**config.mk**
```make
export PLATFORM = sky130hd
export DESIGN_NAME = status_led_scene_blinker
export DESIGN_NICKNAME = d
export VERILOG_FILES = /design/src/rtl/slsb_pkg.sv /design/src/rtl/slsb_scale_unit.sv /design/src/rtl/status_led_scene_blinker.sv
export SDC_FILE = /design/constraint.sdc
export NUM_CORES = 1
export LEC_CHECK = 0
export BUFFER_PORTS_ARGS = -buffer_cell sky130_fd_sc_hd__buf_4
export CAP_MARGIN = 0
export CORE_MARGIN = 2
export CORE_UTILIZATION = 60
export CTS_BUF_LIST = sky130_fd_sc_hd__clkbuf_16
export DETAILED_ROUTE_END_ITERATION = 8
export GPL_TIMING_DRIVEN = 0
export HOLD_SLACK_MARGIN = 0.1
export PLACE_DENSITY = 0.82
export SKIP_CTS_REPAIR_TIMING = 1
export SLEW_MARGIN = 20
export SYNTH_ARGS = -nofsm -noshare
export SYNTH_HDL_FRONTEND = slang
export SYNTH_SLANG_ARGS = --single-unit
```
**constraint.sdc**
```tcl
create_clock -name clk -period 5.7 [get_ports clk]
set_input_delay 0.57 -clock clk [delete_from_list [all_inputs] [get_ports clk]]
set_output_delay 0.57 -clock clk [all_outputs]
set_load 0.005 [all_outputs]
```
**src/rtl/slsb_pkg.sv**
```systemverilog
// ----------------------------------------------------------------------------
// Status LED scene blinker package
// Operation, scene and status codes, and the named colour table.
// ----------------------------------------------------------------------------
package slsb_pkg;

  localparam logic [2:0] OP_SCENE   = 3'd0;
  localparam logic [2:0] OP_TICK    = 3'd1;
  localparam logic [2:0] OP_RGB     = 3'd2;
  localparam logic [2:0] OP_CHANNEL = 3'd3;
  localparam logic [2:0] OP_NAMED   = 3'd4;

  localparam logic [3:0] SC_IDLE        = 4'd0;
  localparam logic [3:0] SC_LISTEN      = 4'd1;
  localparam logic [3:0] SC_TTS         = 4'd2;
  localparam logic [3:0] SC_BATTERY     = 4'd3;
  localparam logic [3:0] SC_MUTE        = 4'd4;
  localparam logic [3:0] SC_OTA         = 4'd5;
  localparam logic [3:0] SC_ERROR       = 4'd6;
  localparam logic [3:0] SC_WIFI_WAIT   = 4'd7;
  localparam logic [3:0] SC_SERVER_WAIT = 4'd8;

  localparam logic [1:0] CH_RED   = 2'd0;
  localparam logic [1:0] CH_GREEN = 2'd1;
  localparam logic [1:0] CH_BLUE  = 2'd2;

  localparam logic [3:0] COLOR_INVALID = 4'd15;

  localparam logic [1:0] ST_DONE   = 2'd0;
  localparam logic [1:0] ST_GATED  = 2'd1;
  localparam logic [1:0] ST_BADARG = 2'd2;

  localparam logic [7:0] LEVEL_FULL = 8'd255;

  // Returns {red, green, blue} of a named colour.
  function automatic logic [23:0] named_rgb(input logic [3:0] ci);
    logic [23:0] c;
    unique case (ci)
      4'd0:    c = {8'd255, 8'd0,   8'd0};
      4'd1:    c = {8'd0,   8'd255, 8'd0};
      4'd2:    c = {8'd0,   8'd0,   8'd255};
      4'd3:    c = {8'd255, 8'd255, 8'd0};
      4'd4:    c = {8'd0,   8'd255, 8'd255};
      4'd5:    c = {8'd0,   8'd204, 8'd204};
      4'd6:    c = {8'd255, 8'd0,   8'd255};
      4'd7:    c = {8'd255, 8'd255, 8'd255};
      4'd8:    c = {8'd255, 8'd102, 8'd0};
      4'd9:    c = {8'd153, 8'd0,   8'd255};
      4'd10:   c = {8'd102, 8'd0,   8'd204};
      4'd11:   c = {8'd255, 8'd51,  8'd102};
      4'd12:   c = {8'd255, 8'd153, 8'd51};
      4'd13:   c = {8'd51,  8'd153, 8'd255};
      4'd14:   c = {8'd128, 8'd255, 8'd0};
      default: c = 24'd0;
    endcase
    return c;
  endfunction

endpackage

```
**src/rtl/slsb_scale_unit.sv**
```systemverilog
// ----------------------------------------------------------------------------
// Shared scaling unit
// Registers a*b on enable; q gives floor(product/255) from that register.
// ----------------------------------------------------------------------------
module slsb_scale_unit (
  input  logic       clk,
  input  logic       en,
  input  logic [7:0] a,
  input  logic [7:0] b,
  output logic [7:0] q
);

  logic [15:0] prod_r;
  logic [15:0] sum;

  always_ff @(posedge clk) begin
    if (en) begin
      prod_r <= {8'd0, a} * {8'd0, b};
    end
  end

  // The product never exceeds 255*255, so the sum stays within 16 bits.
  assign sum = prod_r + {8'd0, prod_r[15:8]} + 16'd1;
  assign q   = sum[15:8];

endmodule

```
**src/rtl/status_led_scene_blinker.sv**
```systemverilog
// ----------------------------------------------------------------------------
// Status LED scene blinker
// A result is registered after its item steps through the three duty scalings and
// the final step, with three colour scalings first for a named colour. A new item
// is taken the cycle after the result is registered, so items never overlap, as all
// scalings share one multiplier. A stalled result holds the next item in its final step until the result is taken.
// Synchronous active-low reset clears levels, scene, blink state and sets the
// global brightness to full.
// ----------------------------------------------------------------------------
module status_led_scene_blinker
  import slsb_pkg::*;
(
  input  logic       clk,
  input  logic       rst_n,
  input  logic       cfg_wr_en,
  input  logic [7:0] cfg_wr_data,
  input  logic       in_valid,
  output logic       in_stall,
  input  logic [2:0] in_operation,
  input  logic [3:0] in_scene,
  input  logic       in_battery_low,
  input  logic       in_muted,
  input  logic [7:0] in_red,
  input  logic [7:0] in_green,
  input  logic [7:0] in_blue,
  input  logic [1:0] in_channel_select,
  input  logic [7:0] in_channel_level,
  input  logic [3:0] in_color_index,
  input  logic [7:0] in_intensity,
  output logic       out_valid,
  input  logic       out_stall,
  output logic [7:0] out_duty_red,
  output logic [7:0] out_duty_green,
  output logic [7:0] out_duty_blue,
  output logic [3:0] out_current_scene,
  output logic       out_blink_phase_on,
  output logic [1:0] out_status
);

  typedef enum logic [3:0] {
    S_IDLE  = 4'b0001,
    S_NAMED = 4'b0010,
    S_DUTY  = 4'b0100,
    S_LAST  = 4'b1000
  } state_t;

  typedef enum logic [2:0] {
    DST_NONE,
    DST_LVL_R,
    DST_LVL_G,
    DST_LVL_B,
    DST_DUTY_R,
    DST_DUTY_G,
    DST_DUTY_B
  } dst_t;

  state_t     state_r, state_nxt;
  dst_t       dst_r, dst_nxt;
  logic [1:0] cnt_r, cnt_nxt;
  logic [7:0] bright_r, bright_nxt;
  logic [7:0] lvl_red_r, lvl_red_nxt;
  logic [7:0] lvl_green_r, lvl_green_nxt;
  logic [7:0] lvl_blue_r, lvl_blue_nxt;
  logic [3:0] scene_r, scene_nxt;
  logic       act_r, act_nxt;
  logic       lit_r, lit_nxt;
  logic [7:0] bc_red_r, bc_red_nxt;
  logic [7:0] bc_green_r, bc_green_nxt;
  logic [7:0] bc_blue_r, bc_blue_nxt;
  logic [1:0] status_r, status_nxt;
  logic [3:0] ci_r, ci_nxt;
  logic [7:0] inten_r, inten_nxt;
  logic [7:0] duty_red_r, duty_red_nxt;
  logic [7:0] duty_green_r, duty_green_nxt;
  logic       out_valid_r, out_valid_nxt;
  logic [7:0] o_red_r, o_red_nxt;
  logic [7:0] o_green_r, o_green_nxt;
  logic [7:0] o_blue_r, o_blue_nxt;
  logic [3:0] o_scene_r, o_scene_nxt;
  logic       o_phase_r, o_phase_nxt;
  logic [1:0] o_status_r, o_status_nxt;

  logic        accept;
  logic        gated;
  logic        issue_en;
  logic [7:0]  op_a, op_b;
  logic [7:0]  q;
  logic [23:0] named_c;

  slsb_scale_unit u_scale (
    .clk (clk),
    .en  (issue_en),
    .a   (op_a),
    .b   (op_b),
    .q   (q)
  );

  assign in_stall = (state_r != S_IDLE);
  assign accept   = in_valid && !in_stall;
  assign named_c  = named_rgb(ci_r);
  assign gated    = (in_battery_low && (in_scene != SC_BATTERY)) ||
                    (in_muted && (in_scene != SC_MUTE) && (in_scene != SC_BATTERY));

  always_comb begin
    state_nxt      = state_r;
    dst_nxt        = DST_NONE;
    cnt_nxt        = cnt_r;
    bright_nxt     = cfg_wr_en ? cfg_wr_data : bright_r;
    lvl_red_nxt    = lvl_red_r;
    lvl_green_nxt  = lvl_green_r;
    lvl_blue_nxt   = lvl_blue_r;
    scene_nxt      = scene_r;
    act_nxt        = act_r;
    lit_nxt        = lit_r;
    bc_red_nxt     = bc_red_r;
    bc_green_nxt   = bc_green_r;
    bc_blue_nxt    = bc_blue_r;
    status_nxt     = status_r;
    ci_nxt         = ci_r;
    inten_nxt      = inten_r;
    duty_red_nxt   = duty_red_r;
    duty_green_nxt = duty_green_r;
    out_valid_nxt  = out_valid_r && out_stall;
    o_red_nxt      = o_red_r;
    o_green_nxt    = o_green_r;
    o_blue_nxt     = o_blue_r;
    o_scene_nxt    = o_scene_r;
    o_phase_nxt    = o_phase_r;
    o_status_nxt   = o_status_r;
    issue_en       = 1'b0;
    op_a           = 8'd0;
    op_b           = 8'd0;

    unique case (dst_r)
      DST_LVL_R:  lvl_red_nxt    = q;
      DST_LVL_G:  lvl_green_nxt  = q;
      DST_LVL_B:  lvl_blue_nxt   = q;
      DST_DUTY_R: duty_red_nxt   = q;
      DST_DUTY_G: duty_green_nxt = q;
      default: begin
      end
    endcase

    unique case (state_r)
      S_IDLE: begin
        if (accept) begin
          status_nxt = ST_DONE;
          state_nxt  = S_DUTY;
          cnt_nxt    = 2'd0;
          unique case (in_operation)
            OP_SCENE: begin
              if (gated) begin
                status_nxt = ST_GATED;
              end else begin
                act_nxt   = 1'b0;
                scene_nxt = in_scene;
                unique case (in_scene)
                  SC_IDLE: begin
                    {lvl_red_nxt, lvl_green_nxt, lvl_blue_nxt} = 24'd0;
                  end
                  SC_LISTEN: begin
                    {lvl_red_nxt, lvl_green_nxt, lvl_blue_nxt} = {16'd0, LEVEL_FULL};
                  end
                  SC_TTS: begin
                    {lvl_red_nxt, lvl_green_nxt, lvl_blue_nxt} = {8'd0, LEVEL_FULL, 8'd0};
                  end
                  SC_MUTE, SC_ERROR: begin
                    {lvl_red_nxt, lvl_green_nxt, lvl_blue_nxt} = {LEVEL_FULL, 16'd0};
                  end
                  SC_OTA: begin
                    {lvl_red_nxt, lvl_green_nxt, lvl_blue_nxt} = {8'd153, 8'd0, LEVEL_FULL};
                  end
                  SC_BATTERY, SC_WIFI_WAIT, SC_SERVER_WAIT: begin
                    priority if (in_scene == SC_BATTERY) begin
                      {bc_red_nxt, bc_green_nxt, bc_blue_nxt} = {LEVEL_FULL, 16'd0};
                    end else if (in_scene == SC_WIFI_WAIT) begin
                      {bc_red_nxt, bc_green_nxt, bc_blue_nxt} =
                        {LEVEL_FULL, LEVEL_FULL, LEVEL_FULL};
                    end else begin
                      {bc_red_nxt, bc_green_nxt, bc_blue_nxt} = {8'd0, LEVEL_FULL, 8'd0};
                    end
                    act_nxt       = 1'b1;
                    lit_nxt       = 1'b1;
                    lvl_red_nxt   = bc_red_nxt;
                    lvl_green_nxt = bc_green_nxt;
                    lvl_blue_nxt  = bc_blue_nxt;
                  end
                  default: status_nxt = ST_BADARG;
                endcase
              end
            end
            OP_TICK: begin
              if (act_r) begin
                lit_nxt = !lit_r;
                if (!lit_r) begin
                  {lvl_red_nxt, lvl_green_nxt, lvl_blue_nxt} =
                    {bc_red_r, bc_green_r, bc_blue_r};
                end else begin
                  {lvl_red_nxt, lvl_green_nxt, lvl_blue_nxt} = 24'd0;
                end
              end
            end
            OP_RGB: begin
              {lvl_red_nxt, lvl_green_nxt, lvl_blue_nxt} = {in_red, in_green, in_blue};
            end
            OP_CHANNEL: begin
              unique case (in_channel_select)
                CH_RED:   lvl_red_nxt   = in_channel_level;
                CH_GREEN: lvl_green_nxt = in_channel_level;
                CH_BLUE:  lvl_blue_nxt  = in_channel_level;
                default:  status_nxt    = ST_BADARG;
              endcase
            end
            OP_NAMED: begin
              if (in_color_index == COLOR_INVALID) begin
                status_nxt = ST_BADARG;
              end else begin
                ci_nxt    = in_color_index;
                inten_nxt = in_intensity;
                state_nxt = S_NAMED;
              end
            end
            default: status_nxt = ST_BADARG;
          endcase
        end
      end
      S_NAMED: begin
        issue_en = 1'b1;
        op_b     = inten_r;
        unique case (cnt_r)
          2'd0: begin
            op_a    = named_c[23:16];
            dst_nxt = DST_LVL_R;
          end
          2'd1: begin
            op_a    = named_c[15:8];
            dst_nxt = DST_LVL_G;
          end
          default: begin
            op_a    = named_c[7:0];
            dst_nxt = DST_LVL_B;
          end
        endcase
        if (cnt_r == 2'd2) begin
          state_nxt = S_DUTY;
          cnt_nxt   = 2'd0;
        end else begin
          cnt_nxt = cnt_r + 2'd1;
        end
      end
      S_DUTY: begin
        issue_en = 1'b1;
        op_b     = bright_r;
        unique case (cnt_r)
          2'd0: begin
            op_a    = lvl_red_r;
            dst_nxt = DST_DUTY_R;
          end
          2'd1: begin
            op_a    = lvl_green_r;
            dst_nxt = DST_DUTY_G;
          end
          default: begin
            op_a    = lvl_blue_r;
            dst_nxt = DST_DUTY_B;
          end
        endcase
        if (cnt_r == 2'd2) begin
          state_nxt = S_LAST;
          cnt_nxt   = 2'd0;
        end else begin
          cnt_nxt = cnt_r + 2'd1;
        end
      end
      S_LAST: begin
        dst_nxt = dst_r;
        if (!(out_valid_r && out_stall)) begin
          out_valid_nxt = 1'b1;
          o_red_nxt     = duty_red_r;
          o_green_nxt   = duty_green_r;
          o_blue_nxt    = q;
          o_scene_nxt   = scene_r;
          o_phase_nxt   = act_r && lit_r;
          o_status_nxt  = status_r;
          dst_nxt       = DST_NONE;
          state_nxt     = S_IDLE;
        end
      end
      default: state_nxt = S_IDLE;
    endcase
  end

  always_ff @(posedge clk) begin
    if (!rst_n) begin
      state_r     <= S_IDLE;
      dst_r       <= DST_NONE;
      cnt_r       <= 2'd0;
      bright_r    <= LEVEL_FULL;
      lvl_red_r   <= 8'd0;
      lvl_green_r <= 8'd0;
      lvl_blue_r  <= 8'd0;
      scene_r     <= SC_IDLE;
      act_r       <= 1'b0;
      lit_r       <= 1'b0;
      bc_red_r    <= 8'd0;
      bc_green_r  <= 8'd0;
      bc_blue_r   <= 8'd0;
      out_valid_r <= 1'b0;
    end else begin
      state_r     <= state_nxt;
      dst_r       <= dst_nxt;
      cnt_r       <= cnt_nxt;
      bright_r    <= bright_nxt;
      lvl_red_r   <= lvl_red_nxt;
      lvl_green_r <= lvl_green_nxt;
      lvl_blue_r  <= lvl_blue_nxt;
      scene_r     <= scene_nxt;
      act_r       <= act_nxt;
      lit_r       <= lit_nxt;
      bc_red_r    <= bc_red_nxt;
      bc_green_r  <= bc_green_nxt;
      bc_blue_r   <= bc_blue_nxt;
      out_valid_r <= out_valid_nxt;
    end
  end

  always_ff @(posedge clk) begin
    status_r     <= status_nxt;
    ci_r         <= ci_nxt;
    inten_r      <= inten_nxt;
    duty_red_r   <= duty_red_nxt;
    duty_green_r <= duty_green_nxt;
    o_red_r      <= o_red_nxt;
    o_green_r    <= o_green_nxt;
    o_blue_r     <= o_blue_nxt;
    o_scene_r    <= o_scene_nxt;
    o_phase_r    <= o_phase_nxt;
    o_status_r   <= o_status_nxt;
  end

  assign out_valid          = out_valid_r;
  assign out_duty_red       = o_red_r;
  assign out_duty_green     = o_green_r;
  assign out_duty_blue      = o_blue_r;
  assign out_current_scene  = o_scene_r;
  assign out_blink_phase_on = o_phase_r;
  assign out_status         = o_status_r;

`ifndef SYNTH
  a_accept_starts_work: assert property (@(posedge clk) disable iff (!rst_n)
    accept |=> (state_r == S_NAMED || state_r == S_DUTY))
    else $error("accepted item did not start the sequencer");

  a_result_from_last: assert property (@(posedge clk) disable iff (!rst_n)
    $rose(out_valid_r) |-> $past(state_r == S_LAST))
    else $error("result raised outside the final step");

  a_last_capture_pending: assert property (@(posedge clk) disable iff (!rst_n)
    (dst_r == DST_DUTY_B) |-> (state_r == S_LAST))
    else $error("blue duty capture outside the final step");

  a_held_result_stable: assert property (@(posedge clk) disable iff (!rst_n)
    (out_valid_r && out_stall) |=> (out_valid_r && $stable(o_blue_r) && $stable(o_status_r)))
    else $error("stalled result was overwritten");
`endif

endmodule

```
# Word level (Yosys, flattened, before mapping)
# Memories as Yosys holds them, arrays and structs flattened. A register that Yosys moved wholly into a read port is not among the register bits.
# Index checks and enable logic that the tools add are counted.
# W data, S select, Z words.
[totals]
reg_bits = 149
romBits = 384
output_inout_bits = 33
word_cells = 165
mem_count = 1
[memory_table]
columns = ["memory", "words", "word_bits", "rd", "rd_clocked_by_memory_dff", "write_ports", "line", "text"]
rows = [
  ["(name not given)", 16, 24, 1, 1, 0, "slsb_pkg.sv:38", "unique case (ci)"],
]
[classes]
add_sub_neg = 3
mul = 1
n_eq_ne = 36
muxes = 62
bitwise_logic = 3
reduce_logical = 33
[ops]
columns = ["cell", "count"]
rows = [
  ["$mux W8", 25],
  ["$pmux W8 S4", 4],
  ["$pmux W8 S2", 4],
  ["$pmux W8 S3", 2],
  ["$eq A4 B3 Y1 const B", 5],
  ["$mux W4", 5],
  ["$add A16 B1 Y16 const B", 1],
  ["$add A16 B8 Y16", 1],
  ["$mul A8 B8 Y16", 1],
  ["$pmux W4 S4", 1],
  ["$ne A2 B2 Y1 const B", 7],
  ["$eq A3 B2 Y1 const B", 4],
  ["$eq A4 B2 Y1 const B", 3],
  ["$eq A4 B4 Y1 const B", 3],
  ["$mux W2", 6],
  ["$pmux W2 S2", 3],
  ["$reduce_and A4 Y1", 3],
  ["$eq A3 B3 Y1 const B", 3],
  ["$mux W3", 3],
  ["$pmux W3 S3", 1],
  ["$reduce_or A3 Y1", 3],
  ["$reduce_or A9 Y1", 1],
  ["$eq A4 B1 Y1 const B", 2],
  ["$pmux W2 S4", 1],
  ["other kinds (23)", 46],
]

# Logic depth before layout (Yosys ltp)
[logic_depth]
depth_word = 8
mapped_depth = 21

# Modules after synthesis
# A second synthesis with hierarchy kept.
[unflattened]
hier_cells = 984
hier_area_um2 = 9552.9
[by_module_without_submodules]
columns = ["mod", "n_inst", "cells_per_inst", "area_each_um2", "seq_area_each_um2"]
rows = [
  ["status_led_scene_blinker", 1, 678, 6641.4, 3113.0],
  ["slsb_scale_unit", 1, 306, 2911.5, 480.5],
]

# Worst setup path before layout
# No wires, ideal clock.
[synth_timing]
path_type = "reg2reg"
startpoint = "register cnt_r[0]"
endpoint = "register u_scale.prod_r[15], data pin"
setup_time_ps = 259
arrival_time_ps = 4963
t_required_ps = 5441
setup_slack_ps = 478
stages_incl_launch_ff = 20
path_buffers = 2
synth_period_minus_slack_ps = 5222
cell_sequence = "dfxtp_1 -> buf_2 -> clkbuf_1 -> mux2i_1 -> o21ai_0 -> a22oi_1 -> nor2_1 -> fa_1 -> fa_1 -> fa_1 -> inv_1 -> fa_1 -> inv_1 -> ha_1 -> or2_2 -> a21oi_1 -> a21oi_1 -> a211oi_1 -> a21oi_1 -> xnor2_1"
[synth_via]
elab_chain_len = 4
[synth_lines]
columns = ["item", "line", "text"]
rows = [
  ["start: declaration", "status_led_scene_blinker.sv:59", "logic [1:0] cnt_r, cnt_nxt;"],
  ["start signal: assignment", "status_led_scene_blinker.sv:312", "cnt_r <= cnt_nxt;"],
  ["$eq A2 B1 Y1 or $logic_not A2 Y1 (tied branches)", "status_led_scene_blinker.sv:230, status_led_scene_blinker.sv:254", ""],
  ["$pmux W8 S2 (on tied branches)", "status_led_scene_blinker.sv:254, status_led_scene_blinker.sv:230", ""],
  ["$pmux W8 S2 (*)", "status_led_scene_blinker.sv:144", "unique case (state_r)"],
  ["$mul A8 B8 Y16 (*)", "slsb_scale_unit.sv:18", "prod_r <= {8'd0, a} * {8'd0, b};"],
  ["end signal: assignment", "slsb_scale_unit.sv:18", ""],
  ["end: declaration", "slsb_scale_unit.sv:13", "logic [15:0] prod_r;"],
]
# Mark *: on every way between the ends. The rest lies on a longest branch, timed or not.
# A chain may end at the register's enable or synchronous reset.

# Worst setup path after layout
[layout_timing]
startpoint = "register state_r[1]"
endpoint = "register u_scale.prod_r[15], data pin"
[layout_via]
elab_chain_len = 3
[layout_lines]
columns = ["item", "line", "text"]
rows = [
  ["start: declaration", "status_led_scene_blinker.sv:57", "state_t state_r, state_nxt;"],
  ["start signal: assignment", "status_led_scene_blinker.sv:310", "state_r <= state_nxt;"],
  ["$eq A4 B3 Y1 or $eq A4 B2 Y1 (tied branches)", "status_led_scene_blinker.sv:144", ""],
  ["$pmux W8 S2", "status_led_scene_blinker.sv:144", ""],
  ["$mul A8 B8 Y16 (*)", "slsb_scale_unit.sv:18", ""],
]
# Marked as above.

==> impl_metrics.env <==
export IMPL_outcome="completed"
export IMPL_h_tree_depth=4
export IMPL_end_kind="flop"
export IMPL_drt_pass1_iter_count=5
export IMPL_mean_cell_area_of_the_mapped_netlist_sq_um=9.542
export IMPL_critical_path_n_buffers_inverters=5
export IMPL_ff2ff_path_depth=19
export IMPL_crit_cells=19
export IMPL_wirelength_mm=25.07
export IMPL_tritoncts_num_buffers=17
export IMPL_worstPathArrival_ns=5.66
export IMPL_timing_critical_path_fanout_max=10
export IMPL_drt_iter0_drc=869
export IMPL_post_drt_wl_per_cell_microns=19.35
export IMPL_async_flop_share_pct=0
export IMPL_crit_slowest_cell="fa_1"
export IMPL_critical_path_top_delay_family="adder cells"
export IMPL_ioPinCount=101
export IMPL_antenna_diode_count=0
export IMPL_netlist_cell_type_count=90
export IMPL_syn_instance_count=976
export IMPL_slowest_delay_ns=0.49
export IMPL_final_cells=1296
export IMPL_power_leakage_nw=4.567
export IMPL_vias=8113
export IMPL_die_area_sq_um=16530
export IMPL_synth_edff_count=77
export IMPL_die_height_microns=128.6
export IMPL_slew_headroom_pct=30.22
export IMPL_regToRegSetupSlack_ns=0.22
export IMPL_clk_path_buf_depth=2
export IMPL_grt_pass1_wl_mm=39.67
export IMPL_data_required_time_of_the_critical_path_ns=5.88
export IMPL_worstSetupStartpointType="flop"
export IMPL_cts_tree="built"
export IMPL_fin_worst_skew_ns=0.01117
export IMPL_report_final_setup_viol=0
export IMPL_layout_cells_most_common="nor2_1"
export IMPL_startpoint="state_r[1]"
export IMPL_yosysSeqAreaShare_pct=38.59
export IMPL_critical_path_top_cell_by_count="fa_1"
export IMPL_crit_path_cell_trace="nor4b_2 > clkbuf_4 > clkbuf_4 > a22oi_2 > or2_2 > fa_1 > inv_1 > fa_1 > fa_1 > inv_1 > fa_1 > inv_1 > ha_1 > or2_2 > a21oi_1 > a21oi_1 > a211oi_2 > a21oi_1 > xnor2_1"
export IMPL_flow_area_growth_from_synthesis_pct=17.99
export IMPL_core_rowCount=45
export IMPL_drive_gt1_share_pct=19.40
export IMPL_hpwl_mm=18.67
export IMPL_ir_worst_vdd_mv=0.2264
export IMPL_dieWidth_microns=128.6
export IMPL_first_global_vias=7609
export IMPL_dp_cells=1262
export IMPL_max_cap_violations=0
export IMPL_min_path_cells=1
export IMPL_synth_ff_latch_count=141
export IMPL_globalRouteOverflowTotal=0
export IMPL_hold_class="in2reg"
export IMPL_fin_crit_sh_pct=96.10
export IMPL_fmaxAchievable_mhz=182.6
export IMPL_final_nets=1249
export IMPL_grt_util_all_layers_pct=31.17
export IMPL_layout_cells_most_common_list="nor2_1, buf_4, nand2_1, edfxtp_1, inv_1"
export IMPL_final_antenna_net_count=0
export IMPL_clock_transition_at_the_registers_of_the_reported_paths_ns=0.06
export IMPL_clkSinkCount=141
export IMPL_synth_fp_nets=1130
export IMPL_initial_core_util_pct=61.26
export IMPL_period_needed_ns=5.478
export IMPL_antenna_found_initial=0
export IMPL_transition_time_at_the_pin_with_the_least_slew_margin_ns=1.040
export IMPL_clockRootBuffer="clkbuf_16"
export IMPL_hold_viol_final=0
export IMPL_pin_count_of_the_biggest_net_entering_global_routing=25
export IMPL_ys_dominant_reg_cell="edfxtp_1"
export IMPL_hold_worst_slack_ns=0.3105
export IMPL_reg2reg_to="u_scale.prod_r[15]"
export IMPL_critPathKind="reg2reg"
export IMPL_worst_skew_pair_late_latency_ns=0.44
export IMPL_place_congestion=0.9900
export IMPL_input_output_buffers=97
export IMPL_yosys_warnings=0
export IMPL_r2r_start="state_r[1]"
export IMPL_utilization_pct=72.28
export IMPL_netlist_area_sq_um=9313
export IMPL_power_density_nw_per_um2=277.6
export IMPL_drc_errors=0
export IMPL_design_core_area_sq_um=15200
export IMPL_critPathCapture="u_scale.prod_r[15]"
export IMPL_timing_final_max_slew_violations=0
export IMPL_routed_via_density=6.260
## stage by stage
stage,TNS [ns],cell area (sq um),setup WS (ns),total power [W]
final,0,10990,0.2223,0.003050
after global routing,-0.007393,10990,-0.004741,0.003169
after CTS,-0.8582,10890,-0.3264,0.003021
after detailed placement,-0.7528,10320,-0.3079,0.001942
after floorplan,0,9313,0.4778,0.001703
after global placement,-0.4738,10280,-0.2311,0.001932
## kinds of logic (layout without fill, tap and decap cells)
kind of cell             after synthesis  count (layout)  synth area share (%)
buffers and inverters                116             248                 5.105
AO/OA/AOI/OAI                        264             264                 19.31
multiplexers                          33              33                 3.641
AND/OR/NAND/NOR                      315             315                 16.67
flip-flops                           141             141                 38.59
adder cells (fa/ha/maj)               87              87                 14.56
XOR/XNOR                              20              20                 2.123
## state kept, by name, summed over array words and instances (netlist names), 2 cells and up
| signal | cells |
|---|---|
| duty_red_r | 8 |
| out_duty_blue | 8 |
| out_duty_red | 8 |
| out_duty_green | 8 |
| lvl_blue_r | 8 |
| state_r | 4 |
| bright_r | 8 |
| cnt_r | 2 |
| scene_r | 4 |
| dst_r | 3 |
| status_r | 2 |
| u_scale.prod_r | 16 |
| ci_r | 4 |
| out_current_scene | 4 |
| out_status | 2 |
| inten_r | 8 |
| lvl_green_r | 8 |
| duty_green_r | 8 |
| named_c | 13 |
| lvl_red_r | 8 |
## worst min path at each step
| stage | start | to | slack (ns) |
|---|---|---|---|
| CTS | in_intensity[2] | inten_r[2] | 0.29 |
| detailed placement | duty_red_r[1] | out_duty_red[1] | 0.40 |
| finish | in_intensity[2] | inten_r[2] | 0.31 |
| global placement | duty_green_r[7] | out_duty_green[7] | 0.40 |
| global route | in_intensity[6] | inten_r[6] | 0.29 |
| floorplan | duty_green_r[0] | out_duty_green[0] | 0.40 |
## synthesized netlist by cell type (4+ instances only)
master | number | area [sq um]
nand3_1 | 10 | 50.05
nor3b_1 | 4 | 30.03
a21o_1 | 9 | 67.56
inv_1 | 68 | 255.2
ha_1 | 50 | 625.6
o21ai_0 | 58 | 290.3
buf_2 | 14 | 70.07
nor2b_1 | 7 | 43.79
nor3_1 | 16 | 80.08
a31oi_1 | 10 | 62.56
o311ai_0 | 5 | 43.79
nand2b_1 | 12 | 75.07
a21oi_1 | 59 | 295.3
mux2i_1 | 29 | 290.3
o22ai_1 | 6 | 37.54
a22oi_1 | 21 | 157.7
dfxtp_1 | 64 | 1281
nor2_1 | 118 | 442.9
a221oi_1 | 13 | 113.9
or2_2 | 18 | 112.6
a221o_1 | 7 | 70.07
clkbuf_1 | 28 | 105.1
nand3b_1 | 4 | 30.03
fa_1 | 36 | 720.7
o31ai_1 | 6 | 45.04
nand2_1 | 84 | 315.3
o21a_1 | 5 | 37.54
a311oi_1 | 6 | 52.55
or3_1 | 8 | 50.05
buf_4 | 4 | 30.03
a32oi_1 | 4 | 35.03
xnor2_1 | 15 | 131.4
edfxtp_1 | 77 | 2312
a211oi_1 | 6 | 45.04
## worst register-to-register path, delay by kind of cell (launching register included)
kind | cells | cell delay, ns
adders and majority gates | 5 | 2.15
DFF | 1 | 0.42
AOI/OAI and AO/OA | 5 | 0.82
xor gates and xnor gates | 1 | 0.14
and+or+nand+nor | 3 | 0.98
buffers and inverters | 5 | 0.75
## power breakdown
| group | internal [W] | switching (W) | leakage [nW] | total, W |
|---|---|---|---|---|
| Combinational | 0.000260 | 0.000452 | 3.06 | 0.000713 |
| Clock | 0.000640 | 0.000447 | 0.278 | 0.00109 |
| Sequential | 0.00118 | 0.0000702 | 1.23 | 0.00125 |
| Total | 0.00208 | 0.000969 | 4.57 | 0.00305 |
## layer usage
layer	GRT usage [%]	routed length, microns	vias to the layer above
met5	0	0	-
met4	11.45	643	0
met3	8.025	2521	67
met2	48.87	11330	436
met1	42.22	10580	3826
li1	-	-	3784
## cell type report
class,count,area (sq um)
sequential,141,3593
inverter,69,259.0
multi-input combinational,719,5326
timing repair buffer,100,770.7
buffer,47,230.2
tap,188,235.2
clock inverter,15,147.6
clock buffer,17,425.4
fill,1183,4214
Note: power is estimated with default switching activity, not from simulation.
